`src/hw/rtl/armm_pkg.sv`:
```
// Package for the route-list audio matrix mixer.
// Holds sizes, beat payload types, route entry layout and the Q1.23 output rounding.
// No dependencies; every other file of the block but armm_ram imports it.
package armm_pkg;

	// Table and channel sizes
	localparam int MAX_ROUTES  = 16;
	localparam int NUM_INPUTS  = 4;
	localparam int NUM_OUTPUTS = 4;
	localparam int MIX_FIELDS  = 4;

	// Field widths
	localparam int SAMPLE_W = 24;
	localparam int GAIN_W   = 16;
	localparam int CH_W     = 3;
	localparam int SLOT_W   = 4;
	localparam int SKIP_W   = 5;
	localparam int ACTIVE_W = 5;
	localparam int PRES_W   = 3;

	// Configuration port
	localparam int CFG_IDX_W  = 2;
	localparam int CFG_DATA_W = 5;
	typedef enum logic [CFG_IDX_W-1:0] {
		CFG_ACTIVE_ROUTES   = 2'd0,
		CFG_INPUTS_PRESENT  = 2'd1,
		CFG_OUTPUTS_PRESENT = 2'd2
	} cfg_idx_t;

	// Opcodes
	typedef enum logic {
		OP_ROUTE = 1'b0,
		OP_FRAME = 1'b1
	} opcode_t;

	// Sequencer states
	typedef enum logic [1:0] {
		ST_IDLE,
		ST_RUN,
		ST_DRAIN
	} state_t;

	// Derived sizes
	localparam int RADDR_W    = (MAX_ROUTES > 1) ? $clog2(MAX_ROUTES) : 1;
	localparam int RCNT_W     = $clog2(MAX_ROUTES + 1);
	localparam int RCMP_W     = (RCNT_W > ACTIVE_W) ? RCNT_W : ACTIVE_W;
	localparam int CNT_W      = $clog2((1 << CH_W) + 1);
	localparam int IN_SEL_W   = (NUM_INPUTS > 1) ? $clog2(NUM_INPUTS) : 1;
	localparam int OUT_SEL_W  = (NUM_OUTPUTS > 1) ? $clog2(NUM_OUTPUTS) : 1;
	localparam int PROD_W     = SAMPLE_W + GAIN_W;
	localparam int ACC_W      = PROD_W + $clog2(MAX_ROUTES) + 1;
	localparam int ROUTE_W    = 2 * CH_W + GAIN_W;
	localparam int SKIP_SAT   = (1 << SKIP_W) - 1;
	localparam int RND_SHIFT  = 12;

	// Route table entry
	typedef struct packed {
		logic [CH_W-1:0]          src;
		logic [CH_W-1:0]          dst;
		logic signed [GAIN_W-1:0] gain;
	} route_t;

	// Command beat
	typedef struct packed {
		opcode_t                    opcode;
		logic [SLOT_W-1:0]          route_slot;
		logic [CH_W-1:0]            source_channel;
		logic [CH_W-1:0]            dest_channel;
		logic signed [GAIN_W-1:0]   route_gain;
		logic signed [SAMPLE_W-1:0] sample_0;
		logic signed [SAMPLE_W-1:0] sample_1;
		logic signed [SAMPLE_W-1:0] sample_2;
		logic signed [SAMPLE_W-1:0] sample_3;
	} cmd_t;

	// Mix result beat
	typedef struct packed {
		logic signed [SAMPLE_W-1:0] mix_0;
		logic signed [SAMPLE_W-1:0] mix_1;
		logic signed [SAMPLE_W-1:0] mix_2;
		logic signed [SAMPLE_W-1:0] mix_3;
		logic [SKIP_W-1:0]          skipped_count;
	} mix_t;

	// Round half up by dropping RND_SHIFT bits, then clamp to Q1.23
	function automatic logic signed [SAMPLE_W-1:0] round_sat(
		input logic signed [ACC_W-1:0] acc
	);
		logic signed [ACC_W:0] biased;
		logic signed [ACC_W:0] shifted;
		logic signed [ACC_W:0] hi;
		logic signed [ACC_W:0] lo;
		biased  = (ACC_W+1)'(acc) + (ACC_W+1)'(1 << (RND_SHIFT - 1));
		shifted = biased >>> RND_SHIFT;
		hi      = (ACC_W+1)'((1 << (SAMPLE_W - 1)) - 1);
		lo      = -hi - (ACC_W+1)'(1);
		if (shifted > hi)
			round_sat = hi[SAMPLE_W-1:0];
		else if (shifted < lo)
			round_sat = lo[SAMPLE_W-1:0];
		else
			round_sat = shifted[SAMPLE_W-1:0];
	endfunction

endpackage

```
`src/hw/rtl/armm_cmd_if.sv`:
```
// Command channel of the mixer: valid/ready handshake with a cmd_t payload.
// Depends on armm_pkg.
interface armm_cmd_if;
	import armm_pkg::*;
	logic valid;
	logic ready;
	cmd_t data;
	modport source (output valid, output data, input ready);
	modport sink (input valid, input data, output ready);
endinterface

```
`src/hw/rtl/armm_mix_if.sv`:
```
// Result channel of the mixer: valid/ready handshake with a mix_t payload.
// Depends on armm_pkg.
interface armm_mix_if;
	import armm_pkg::*;
	logic valid;
	logic ready;
	mix_t data;
	modport source (output valid, output data, input ready);
	modport sink (input valid, input data, output ready);
endinterface

```
`src/hw/rtl/audio_route_matrix_mixer_top.sv`:
```
// Route-list audio matrix mixer, top level; depends on armm_pkg, the channel interfaces, armm_ram.
// A route beat is taken in idle and leaves the sequencer idle. With n = active_routes capped at 16,
// a frame beat runs n table reads, waits for the MAC pipeline to empty and loads its result once
// the output register is free or being taken (straight from drain when n is 0); the next beat is
// taken once back in idle. The route table's single read port reads one entry per cycle.
// Reset clears control state and the valid bits (every route reads as zero); registers 0, 4, 4.
module audio_route_matrix_mixer_top (
	input  logic                           clk,
	input  logic                           arst_n,
	input  logic                           cfg_we,
	input  logic [armm_pkg::CFG_IDX_W-1:0]  cfg_index,
	input  logic [armm_pkg::CFG_DATA_W-1:0] cfg_data,
	armm_cmd_if.sink                       cmd,
	armm_mix_if.source                     mix
);
	import armm_pkg::*;

	state_t state_q, state_d;

	// Configuration registers
	logic [ACTIVE_W-1:0] active_routes_q;
	logic [PRES_W-1:0]   inputs_present_q;
	logic [PRES_W-1:0]   outputs_present_q;

	// Effective counts
	logic [RCNT_W-1:0] n_routes;
	logic [CNT_W-1:0]  n_in;
	logic [CNT_W-1:0]  n_out;

	// Control
	logic cmd_acc;
	logic frame_start;
	logic route_wr;
	logic issue;
	logic out_load;

	logic [RCNT_W-1:0]  rd_cnt_q;
	logic [RADDR_W-1:0] rd_addr;
	logic [MAX_ROUTES-1:0] vbits_q;

	// Frame samples
	logic signed [SAMPLE_W-1:0] samp_q [NUM_INPUTS];

	// Pipeline
	logic   pipe_s1_q;
	logic   ent_vld_s1;
	logic [ROUTE_W-1:0] ram_rdata;
	route_t ent;
	logic   skip;
	logic signed [SAMPLE_W-1:0] samp_sel;
	logic signed [PROD_W-1:0]   prod;

	logic   pipe_s2_q;
	logic   mac_s2;
	logic   skip_s2;
	logic signed [PROD_W-1:0]  prod_s2;
	logic [OUT_SEL_W-1:0]      dst_s2;

	// Accumulators and skip count
	logic signed [ACC_W-1:0] acc_q [NUM_OUTPUTS];
	logic [RCMP_W-1:0]       skip_q;

	// Result register
	logic out_vld_q;
	mix_t out_q;
	logic signed [SAMPLE_W-1:0] mix_arr [MIX_FIELDS];
	logic [SKIP_W-1:0]          skip_out;

	// Clamp the configured counts to the table and channel sizes
	always_comb begin
		if (RCMP_W'(active_routes_q) > RCMP_W'(MAX_ROUTES))
			n_routes = RCNT_W'(MAX_ROUTES);
		else
			n_routes = RCNT_W'(active_routes_q);
		if (CNT_W'(inputs_present_q) > CNT_W'(NUM_INPUTS))
			n_in = CNT_W'(NUM_INPUTS);
		else
			n_in = CNT_W'(inputs_present_q);
		if (CNT_W'(outputs_present_q) > CNT_W'(NUM_OUTPUTS))
			n_out = CNT_W'(NUM_OUTPUTS);
		else
			n_out = CNT_W'(outputs_present_q);
	end

	// Write configuration registers
	always_ff @(posedge clk or negedge arst_n) begin
		if (!arst_n) begin
			active_routes_q   <= '0;
			inputs_present_q  <= PRES_W'(4);
			outputs_present_q <= PRES_W'(4);
		end else if (cfg_we) begin
			case (cfg_index)
				CFG_ACTIVE_ROUTES:   active_routes_q   <= cfg_data[ACTIVE_W-1:0];
				CFG_INPUTS_PRESENT:  inputs_present_q  <= cfg_data[PRES_W-1:0];
				CFG_OUTPUTS_PRESENT: outputs_present_q <= cfg_data[PRES_W-1:0];
				default: ;
			endcase
		end
	end

	assign cmd_acc     = cmd.valid && cmd.ready;
	assign frame_start = cmd_acc && (cmd.data.opcode == OP_FRAME);
	assign route_wr    = cmd_acc && (cmd.data.opcode == OP_ROUTE) &&
		(32'(cmd.data.route_slot) < MAX_ROUTES);

	// State register
	always_ff @(posedge clk or negedge arst_n) begin
		if (!arst_n) begin
			state_q <= ST_IDLE;
		end else begin
			state_q <= state_d;
		end
	end

	// Next state and sequencer outputs
	always_comb begin
		state_d   = state_q;
		cmd.ready = 1'b0;
		issue     = 1'b0;
		out_load  = 1'b0;
		unique case (state_q)
			ST_IDLE: begin
				cmd.ready = 1'b1;
				if (cmd.valid && cmd.data.opcode == OP_FRAME) begin
					state_d = (n_routes == '0) ? ST_DRAIN : ST_RUN;
				end
			end
			ST_RUN: begin
				issue = 1'b1;
				if (rd_cnt_q + RCNT_W'(1) == n_routes) begin
					state_d = ST_DRAIN;
				end
			end
			ST_DRAIN: begin
				if (!pipe_s1_q && !pipe_s2_q && (!out_vld_q || mix.ready)) begin
					out_load = 1'b1;
					state_d  = ST_IDLE;
				end
			end
			default: state_d = ST_IDLE;
		endcase
	end

	// Advance the read pointer
	always_ff @(posedge clk or negedge arst_n) begin
		if (!arst_n) begin
			rd_cnt_q <= '0;
		end else if (frame_start) begin
			rd_cnt_q <= '0;
		end else if (issue) begin
			rd_cnt_q <= rd_cnt_q + RCNT_W'(1);
		end
	end

	assign rd_addr = rd_cnt_q[RADDR_W-1:0];

	// Mark written entries; unwritten ones read as zero
	always_ff @(posedge clk or negedge arst_n) begin
		if (!arst_n) begin
			vbits_q <= '0;
		end else if (route_wr) begin
			vbits_q[RADDR_W'(cmd.data.route_slot)] <= 1'b1;
		end
	end

	armm_ram #(
		.WIDTH (ROUTE_W),
		.DEPTH (MAX_ROUTES)
	) u_route_ram (
		.clk   (clk),
		.we    (route_wr),
		.waddr (RADDR_W'(cmd.data.route_slot)),
		.wdata ({cmd.data.source_channel, cmd.data.dest_channel, cmd.data.route_gain}),
		.raddr (rd_addr),
		.rdata (ram_rdata)
	);

	// Hold the frame samples
	always_ff @(posedge clk) begin
		if (frame_start) begin
			samp_q[0] <= cmd.data.sample_0;
			if (NUM_INPUTS > 1) samp_q[IN_SEL_W'(1)] <= cmd.data.sample_1;
			if (NUM_INPUTS > 2) samp_q[IN_SEL_W'(2)] <= cmd.data.sample_2;
			if (NUM_INPUTS > 3) samp_q[IN_SEL_W'(3)] <= cmd.data.sample_3;
		end
	end

	// Stage 1 control: read in flight and entry valid
	always_ff @(posedge clk or negedge arst_n) begin
		if (!arst_n) begin
			pipe_s1_q  <= 1'b0;
			ent_vld_s1 <= 1'b0;
		end else begin
			pipe_s1_q  <= issue;
			ent_vld_s1 <= vbits_q[rd_addr];
		end
	end

	// Decode the entry, check presence, multiply
	always_comb begin
		ent      = ent_vld_s1 ? route_t'(ram_rdata) : '0;
		skip     = (CNT_W'(ent.src) >= n_in) || (CNT_W'(ent.dst) >= n_out);
		samp_sel = samp_q[ent.src[IN_SEL_W-1:0]];
		prod     = PROD_W'(samp_sel) * PROD_W'(ent.gain);
	end

	// Stage 2 control
	always_ff @(posedge clk or negedge arst_n) begin
		if (!arst_n) begin
			pipe_s2_q <= 1'b0;
			mac_s2    <= 1'b0;
			skip_s2   <= 1'b0;
		end else begin
			pipe_s2_q <= pipe_s1_q;
			mac_s2    <= pipe_s1_q && !skip;
			skip_s2   <= pipe_s1_q && skip;
		end
	end

	// Stage 2 payload
	always_ff @(posedge clk) begin
		prod_s2 <= prod;
		dst_s2  <= ent.dst[OUT_SEL_W-1:0];
	end

	// Accumulate products and count skipped routes
	always_ff @(posedge clk or negedge arst_n) begin
		if (!arst_n) begin
			skip_q <= '0;
			for (int i = 0; i < NUM_OUTPUTS; i++) begin
				acc_q[i] <= '0;
			end
		end else if (frame_start) begin
			skip_q <= '0;
			for (int i = 0; i < NUM_OUTPUTS; i++) begin
				acc_q[i] <= '0;
			end
		end else begin
			if (mac_s2) begin
				acc_q[dst_s2] <= acc_q[dst_s2] + ACC_W'(prod_s2);
			end
			if (skip_s2) begin
				skip_q <= skip_q + RCMP_W'(1);
			end
		end
	end

	// Round, clamp and saturate the skip count
	always_comb begin
		for (int i = 0; i < MIX_FIELDS; i++) begin
			if (i < NUM_OUTPUTS)
				mix_arr[i] = round_sat(acc_q[i]);
			else
				mix_arr[i] = '0;
		end
		if (RCMP_W'(skip_q) > RCMP_W'(SKIP_SAT))
			skip_out = SKIP_W'(SKIP_SAT);
		else
			skip_out = skip_q[SKIP_W-1:0];
	end

	// Result register: load on finish, drop on take
	always_ff @(posedge clk or negedge arst_n) begin
		if (!arst_n) begin
			out_vld_q <= 1'b0;
		end else if (out_load) begin
			out_vld_q <= 1'b1;
		end else if (mix.ready) begin
			out_vld_q <= 1'b0;
		end
	end

	always_ff @(posedge clk) begin
		if (out_load) begin
			out_q.mix_0         <= mix_arr[0];
			out_q.mix_1         <= mix_arr[1];
			out_q.mix_2         <= mix_arr[2];
			out_q.mix_3         <= mix_arr[3];
			out_q.skipped_count <= skip_out;
		end
	end

	assign mix.valid = out_vld_q;
	assign mix.data  = out_q;

	// The MAC pipeline is empty whenever a new beat can be taken
	a_idle_empty: assert property (@(posedge clk) disable iff (!arst_n)
		(state_q == ST_IDLE) |-> (!pipe_s1_q && !pipe_s2_q))
		else $error("MAC pipeline busy while idle");

	// A frame beat always leaves idle on the next cycle
	a_frame_leaves_idle: assert property (@(posedge clk) disable iff (!arst_n)
		frame_start |=> (state_q != ST_IDLE))
		else $error("frame beat did not start a pass");

	// Reads never run past the active route count
	a_rd_bound: assert property (@(posedge clk) disable iff (!arst_n)
		(state_q == ST_RUN) |-> (rd_cnt_q < n_routes))
		else $error("route read beyond active count");

	// A result is loaded only into a free or draining output register
	a_no_overwrite: assert property (@(posedge clk) disable iff (!arst_n)
		out_load |-> (!out_vld_q || mix.ready))
		else $error("pending result overwritten");

endmodule

```
`src/hw/rtl/armm_ram.sv`:
```
// Generic single-write, single-read synchronous RAM with registered read data.
// No dependencies; contents are undefined until written.
module armm_ram #(
	parameter int WIDTH = 8,
	parameter int DEPTH = 16
) (
	input  logic                                  clk,
	input  logic                                  we,
	input  logic [((DEPTH > 1) ? $clog2(DEPTH) : 1)-1:0] waddr,
	input  logic [WIDTH-1:0]                      wdata,
	input  logic [((DEPTH > 1) ? $clog2(DEPTH) : 1)-1:0] raddr,
	output logic [WIDTH-1:0]                      rdata
);
	logic [WIDTH-1:0] mem [DEPTH];

	// Write port and registered read port
	always_ff @(posedge clk) begin
		if (we) begin
			mem[waddr] <= wdata;
		end
		rdata <= mem[raddr];
	end
endmodule

```
`src/flat_wrapper.sv`:
```
// flat-port wrapper written by rule: the top's interface ports become plain ports
module audio_route_matrix_mixer_top_flat import armm_pkg::*;
  (clk, arst_n, cfg_we, cfg_index, cfg_data, cmd_valid, cmd_data, cmd_ready, mix_valid, mix_data, mix_ready);
  armm_cmd_if cmd_i ();
  armm_mix_if mix_i ();
  input  logic clk;
  input  logic arst_n;
  input  logic cfg_we;
  input  logic [armm_pkg::CFG_IDX_W-1:0] cfg_index;
  input  logic [armm_pkg::CFG_DATA_W-1:0] cfg_data;
  input wire logic [$bits(cmd_i.valid)-1:0] cmd_valid;
  input wire logic [$bits(cmd_i.data)-1:0] cmd_data;
  output wire logic [$bits(cmd_i.ready)-1:0] cmd_ready;
  output wire logic [$bits(mix_i.valid)-1:0] mix_valid;
  output wire logic [$bits(mix_i.data)-1:0] mix_data;
  input wire logic [$bits(mix_i.ready)-1:0] mix_ready;
  assign cmd_i.valid = cmd_valid;
  assign cmd_i.data = cmd_data;
  assign cmd_ready = cmd_i.ready;
  assign mix_valid = mix_i.valid;
  assign mix_data = mix_i.data;
  assign mix_i.ready = mix_ready;
  audio_route_matrix_mixer_top u_core (.clk(clk), .arst_n(arst_n), .cfg_we(cfg_we), .cfg_index(cfg_index), .cfg_data(cfg_data), .cmd(cmd_i), .mix(mix_i));
endmodule
```
`config.mk`:
```
export PLATFORM = sky130hd
export DESIGN_NAME = audio_route_matrix_mixer_top_flat
export DESIGN_NICKNAME = d
export VERILOG_FILES = /design/src/hw/rtl/armm_pkg.sv /design/src/hw/rtl/armm_cmd_if.sv /design/src/hw/rtl/armm_mix_if.sv /design/src/hw/rtl/audio_route_matrix_mixer_top.sv /design/src/hw/rtl/armm_ram.sv /design/src/flat_wrapper.sv
export SDC_FILE = /design/constraint.sdc
export NUM_CORES = 2
export LEC_CHECK = 0
export BUFFER_PORTS_ARGS = -buffer_cell sky130_fd_sc_hd__buf_2
export CORE_MARGIN = 2
export CORE_UTILIZATION = 39
export DETAILED_ROUTE_END_ITERATION = 8
export GPL_TIMING_DRIVEN = 0
export PLACE_DENSITY = 0.62
export SLEW_MARGIN = 0
export SYNTH_ARGS = -nofsm -noshare
export SYNTH_HDL_FRONTEND = slang
export SYNTH_HIERARCHICAL = 1
export SYNTH_SLANG_ARGS = --single-unit
export TNS_END_PERCENT = 10
```
`constraint.sdc`:
```
create_clock -name clk -period 32.2 [get_ports clk]
set_input_delay 0 -clock clk [delete_from_list [all_inputs] [get_ports clk]]
set_output_delay 0 -clock clk [all_outputs]
set_load 0.02 [all_outputs]
```
# After elaboration in Yosys (flattened, before gate mapping)
# Memories as Yosys holds them, arrays and structs flattened. A register that Yosys moved wholly into a read port is not among the register bits.
# Index checks and enable logic that the tools add are counted.
# W data, S select, Z words.
[totals]
n_memories = 2
word_cells = 130
register_bits = 368
mem_bits_rw = 448
input_bits = 135
[classes]
n_mul = 1
magnitude_cmp = 19
mux = 39
eq_ne = 8
bitwise_logic = 3
reduce_logical = 27
addsub = 7
[memory_table]
columns = ["name", "depth", "word_bits", "rd", "rd_clocked_by_memory_dff", "write_ports", "line", "rtl"]
rows = [
  ["u_core.u_route_ram.mem", 16, 22, 1, 1, 1, "armm_ram.sv:14", "logic [WIDTH-1:0] mem [DEPTH];"],
  ["u_core.samp_q", 4, 24, 1, 0, 4, "audio_route_matrix_mixer_top.sv:42", "logic signed [SAMPLE_W-1:0] samp_q [NUM_INPUTS];"],
]
[op_table]
columns = ["op", "count"]
rows = [
  ["$mux W180", 2],
  ["$add A45 B13 Y46 const B", 4],
  ["$bwmux W180", 1],
  ["$gt A34 B24 Y1 const B", 4],
  ["$lt A34 B24 Y1 const B", 4],
  ["$mux W45", 3],
  ["$mux W24", 4],
  ["$bmux W45 S2", 1],
  ["$demux W45 S2", 1],
  ["$add A45 B40 Y45", 1],
  ["$mul A24 B16 Y40", 1],
  ["$mux W5", 5],
  ["$mux W22", 1],
  ["$or A16 B16 Y16", 1],
  ["$mux W1", 12],
  ["$add A5 B1 Y5 const B", 2],
  ["$gt A5 B5 Y1 const B", 2],
  ["$logic_and A1 B1 Y1", 10],
  ["$lt A4 B5 Y1 const B", 2],
  ["$ge A3 B4 Y1", 2],
  ["$mux W2", 4],
  ["$reduce_bool A2 Y1", 4],
  ["$gt A3 B3 Y1 const B", 2],
  ["$mux W3", 2],
  ["18 further kinds", 29],
]

# Logic depth before layout (Yosys ltp)
[depth]
ltp_word = 8
ltp_mapped = 28
ltp_nobuf = 26

# Modules after synthesis
# Netlist, hierarchy kept.
[by_module_without_submodules]
columns = ["module", "area_per_inst_um2", "n_inst", "cells_each"]
rows = [
  ["audio_route_matrix_mixer_top", 37039.3, 1, 3572],
  ["armm_ram", 13822.0, 1, 583],
]

# Worst setup path after synthesis
# Ideal clock, no wire load.
[synth_path]
path_kind = "register -> register"
startpoint = "reg u_core.pipe_s1_q"
endpoint = "reg u_core.out_vld_q (netlist: u_core/mix.valid)"
stages_incl_launch_ff = 3
setup_slack_ns = 21.024
arrival_ns = 11.050
path_buffers = 0
setup_time_ns = 0.126
required_time_ns = 32.074
period_less_slack_ns = 11.176
path_cell_list = "dfrtp_1 -> nor4_1 -> or2_2"
[synth_between]
elab_chain_len = 6
[synth_lines]
columns = ["element", "line", "rtl"]
rows = [
  ["from (decl)", "audio_route_matrix_mixer_top.sv:45", "logic pipe_s1_q;"],
  ["from (signal assigned)", "audio_route_matrix_mixer_top.sv:194", "pipe_s1_q <= issue;"],
  ["$logic_not A1 Y1 *", "audio_route_matrix_mixer_top.sv:135", "if (!pipe_s1_q && !pipe_s2_q && (!out_vld_q || mix.ready)) begin"],
  ["$logic_and A1 B1 Y1 * (2 in series)", "audio_route_matrix_mixer_top.sv:135", ""],
  ["$mux W1 *", "audio_route_matrix_mixer_top.sv:135", ""],
  ["$mux W1 *", "audio_route_matrix_mixer_top.sv:121", "unique case (state_q)"],
  ["net u_core.out_load", "audio_route_matrix_mixer_top.sv:35", "logic out_load;"],
  ["$mux W1 / $reduce_bool A2 Y1 (equally long branches)", "n/a", ""],
  ["to (signal assigned)", "audio_route_matrix_mixer_top.sv:265", "out_vld_q <= 1'b0;"],
  ["to (signal assigned)", "audio_route_matrix_mixer_top.sv:267", "out_vld_q <= 1'b1;"],
  ["to (signal assigned)", "audio_route_matrix_mixer_top.sv:269", "out_vld_q <= 1'b0;"],
  ["to (decl)", "audio_route_matrix_mixer_top.sv:64", "logic out_vld_q;"],
]
# Mark *: on every way through the listed nets, which the timed path passes. The rest lies on a longest branch.
# A chain may end at the register's enable or synchronous reset.

# Final worst setup path
[layout_path]
startpoint = "reg u_core.u_route_ram.rdata[19] (read register of u_core.u_route_ram.mem)"
endpoint = "reg u_core.prod_s2[39]"
[layout_between]
elab_chain_len = 3
[layout_lines]
columns = ["element", "line", "rtl"]
rows = [
  ["from (decl)", "armm_ram.sv:12", "output logic [WIDTH-1:0] rdata"],
  ["$mux W22", "audio_route_matrix_mixer_top.sv:201", "ent = ent_vld_s1 ? route_t'(ram_rdata) : '0;"],
  ["$mem_v2 Z4 W24", "n/a", ""],
  ["$mul A24 B16 Y40", "audio_route_matrix_mixer_top.sv:204", "prod = PROD_W'(samp_sel) * PROD_W'(ent.gain);"],
  ["net u_core.prod[39]", "audio_route_matrix_mixer_top.sv:51", "logic signed [PROD_W-1:0] prod;"],
  ["to (signal assigned)", "audio_route_matrix_mixer_top.sv:222", "prod_s2 <= prod;"],
  ["to (decl)", "audio_route_matrix_mixer_top.sv:56", "logic signed [PROD_W-1:0] prod_s2;"],
]
# The timed path passes the listed nets, and every way through them passes these cells.

==> metrics <==
Worst Skew=0.02818 ns; Tcrit/Tclk final=0.3215; total number of vias=35410; Critical Path End Type=flop; final slew viol count=0; most frequent cells in the layout=549 x edfxtp_1, 497 x inv_1, 384 x nand2_1, 375 x fa_1, 253 x buf_2; HPWL after DPL=107.6 mm; status=finished clean; die width=365.1 um; layout cells sized above 1=0.1438; Clock Sinks=838; post-synthesis cell type count=96; First-pass DRT Iterations=6; CORE AREA=129500 um^2; grt total ovfl=0; Hold Crit Class=input pin to asynchronous set/reset pin; worst skew pair latency=0.70 ns; Port-buffer cells=237; slew margin rel.=0.08144; Nets=5390; num rows=132; actual slew at the worst max-slew pin=1.340 ns; Buf+Inv Stages, Crit Path=7; clk buf depth=3; first-pass GRT wire length=219.5 mm; largest net degree at the start of global routing=119; Final Hold Fails=0; Critical Path AT=10.90 ns; critical path depth in cells=26; GRT Total Usage=0.2184; reg2reg end=u_core/prod_s2[39]; post-synthesis sequential area ratio=0.4601; WHS=0.008234 ns; Max-Cap Viols=0; clock buffers created by TritonCTS=92; Required @ worst endpoint=32.75 ns; CP top delay family=adder cells; Routed Antenna Nets=0; Residual DRC=0; register area=23400 um^2; initial core utilization=0.3928; TritonCTS clock tree=yes; Post-Syn Area=50860 um^2; worst r2r src=u_core/u_route_ram/rdata[19]; min Tclk post-route=10.35 ns; Clk pin slew, worst setup/hold paths=0.06 ns; Starting DRT DRC Count=3037; Post-Syn Instances=4155; Max Clk Rate=96.59 MHz; Placed Area=54610 um^2; startpoint types=flop; Avg Inst Size Synth=12.24 um^2; DP Worst Slack=21.83 ns; H-tree levels=3; commonest non-fill, non-tap cell in the layout=edfxtp_1; Top-Level Pins=238; vias in the first global route=35910; GPL Wtd Cong=0.9949; slowest cell delay on critical path=0.88 ns; drt total wl=144.9 mm; CP Class=flop to flop; EDFF count, synth=549; final setup margin=21.85 ns; crit-path most repeated cell=fa_1; setup bufs post-CTS=0; Worst R2R Path Depth=26; Avg WL per Cell=22.13 um; final setup fails=0; Finished Cell Area=59610 um^2; fill count=11810; synthesis-to-layout area growth=17.21%; RSZ-0062 raised after global routing=no; syn_nets=4820; Root Buffer=clkbuf_16; main flop type after synthesis=edfxtp_1; die area=133300 um^2; Warnings, synthesis=6; slowest CP cell=a21oi_1; vias per inst=5.408; R2R setup slack=21.85 ns; multi-input logic area=24920 um^2; critical-path maximum fanout=10; Die Y=365.1 um; initial antenna violation count=9; #FFs+latches synth=838; ys async rst share=0.2685; Sum Neg Setup Slack=0 ns
==> logic make-up after synthesis <==
kind of cell    after synthesis  synth area share
compound gates              683           0.09638
buf+inv                     674           0.05245
fa+ha+maj                   530            0.1857
simple gates               1020           0.09442
flops                       838            0.4601
xor+xnor                    177           0.03048
mux                         233           0.08047
==> synthesized netlist by cell type, types with 57 or more instances <==
cell type / count / area [um^2]
xnor2_1: 92 / 805.8
nor2_1: 245 / 919.6
mux2i_1: 68 / 680.7
mux4_2: 138 / 3108
edfxtp_1: 549 / 16490
dfxtp_1: 64 / 1281
ha_1: 155 / 1939
xor2_1: 85 / 744.5
nand2_1: 384 / 1441
nand3_1: 86 / 430.4
fa_1: 375 / 7507
inv_1: 497 / 1866
a22o_1: 141 / 1235
clkbuf_1: 126 / 473.0
dfrtp_1: 223 / 5580
a21oi_1: 117 / 585.6
o21ai_0: 123 / 615.6
and2_1: 57 / 356.6
==> flip-flops by register name, indices dropped and copies added, names as in the netlist, 5 cells and up <==
register                  flops
u_core/acc_q                180
u_core/active_routes_q        5
u_core/mix.data             101
u_core/prod_s2               40
u_core/rd_cnt_q               5
u_core/samp_q                96
u_core/skip_q                 5
u_core/u_route_ram/mem      352
u_core/u_route_ram/rdata     22
u_core/vbits_q               16
==> through the flow <==
stage / std cells / utilization
2_1_floorplan: 4155 / -
3_3_place_gp: 6134 / 0.4188
3_5_place_dp: 6159 / 0.4218
4_1_cts: 6542 / 0.4602
5_1_grt: 6546 / 0.4604
6_report: 6548 / 0.4604
==> metal layers <==
metal | vias to the layer above | GRT usage | part of all wire
met5 | - | 0 | 0.00037
met4 | 8 | 0.07633 | 0.035
met3 | 280 | 0.04239 | 0.075
met2 | 1364 | 0.3770 | 0.49
met1 | 18020 | 0.2733 | 0.40
li1 | 15740 | - | -
==> final cells by class <==
type,instances,share of cell area
Tap cell,1742,0.03656
Antenna cell,6,0.0002519
Sequential cell,838,0.3925
Inverter,498,0.03136
Timing Repair Buffer,476,0.06030
Multi-Input combinational cell,2643,0.4180
Buffer,176,0.01341
Clock inverter,41,0.005142
Clock buffer,128,0.04242
==> worst max-delay path by stage <==
| stage | startpoint | endpoint | slack [ns] |
|---|---|---|---|
| finish | u_core/u_route_ram/rdata[19] | u_core/prod_s2[39] | 21.85 |
| global route | u_core/ent_vld_s1 | u_core/prod_s2[39] | 21.60 |
| CTS | u_core/ent_vld_s1 | u_core/prod_s2[39] | 21.80 |
| detailed placement | u_core/ent_vld_s1 | u_core/prod_s2[39] | 21.83 |
| global placement | u_core/mix.valid | u_core/mix.valid | 16.74 |
| floorplan | u_core/pipe_s1_q | u_core/mix.valid | 21.02 |
==> what timing repair did <==
item	4_1_cts	5_1_grt
resized for setup	0	0
endpoints found under the hold margin	621	0
hold buffers	214	0
Power is left out: the tool's default activity adds up to more than one toggle a clock period on the data nets, which glitch-free logic cannot reach.
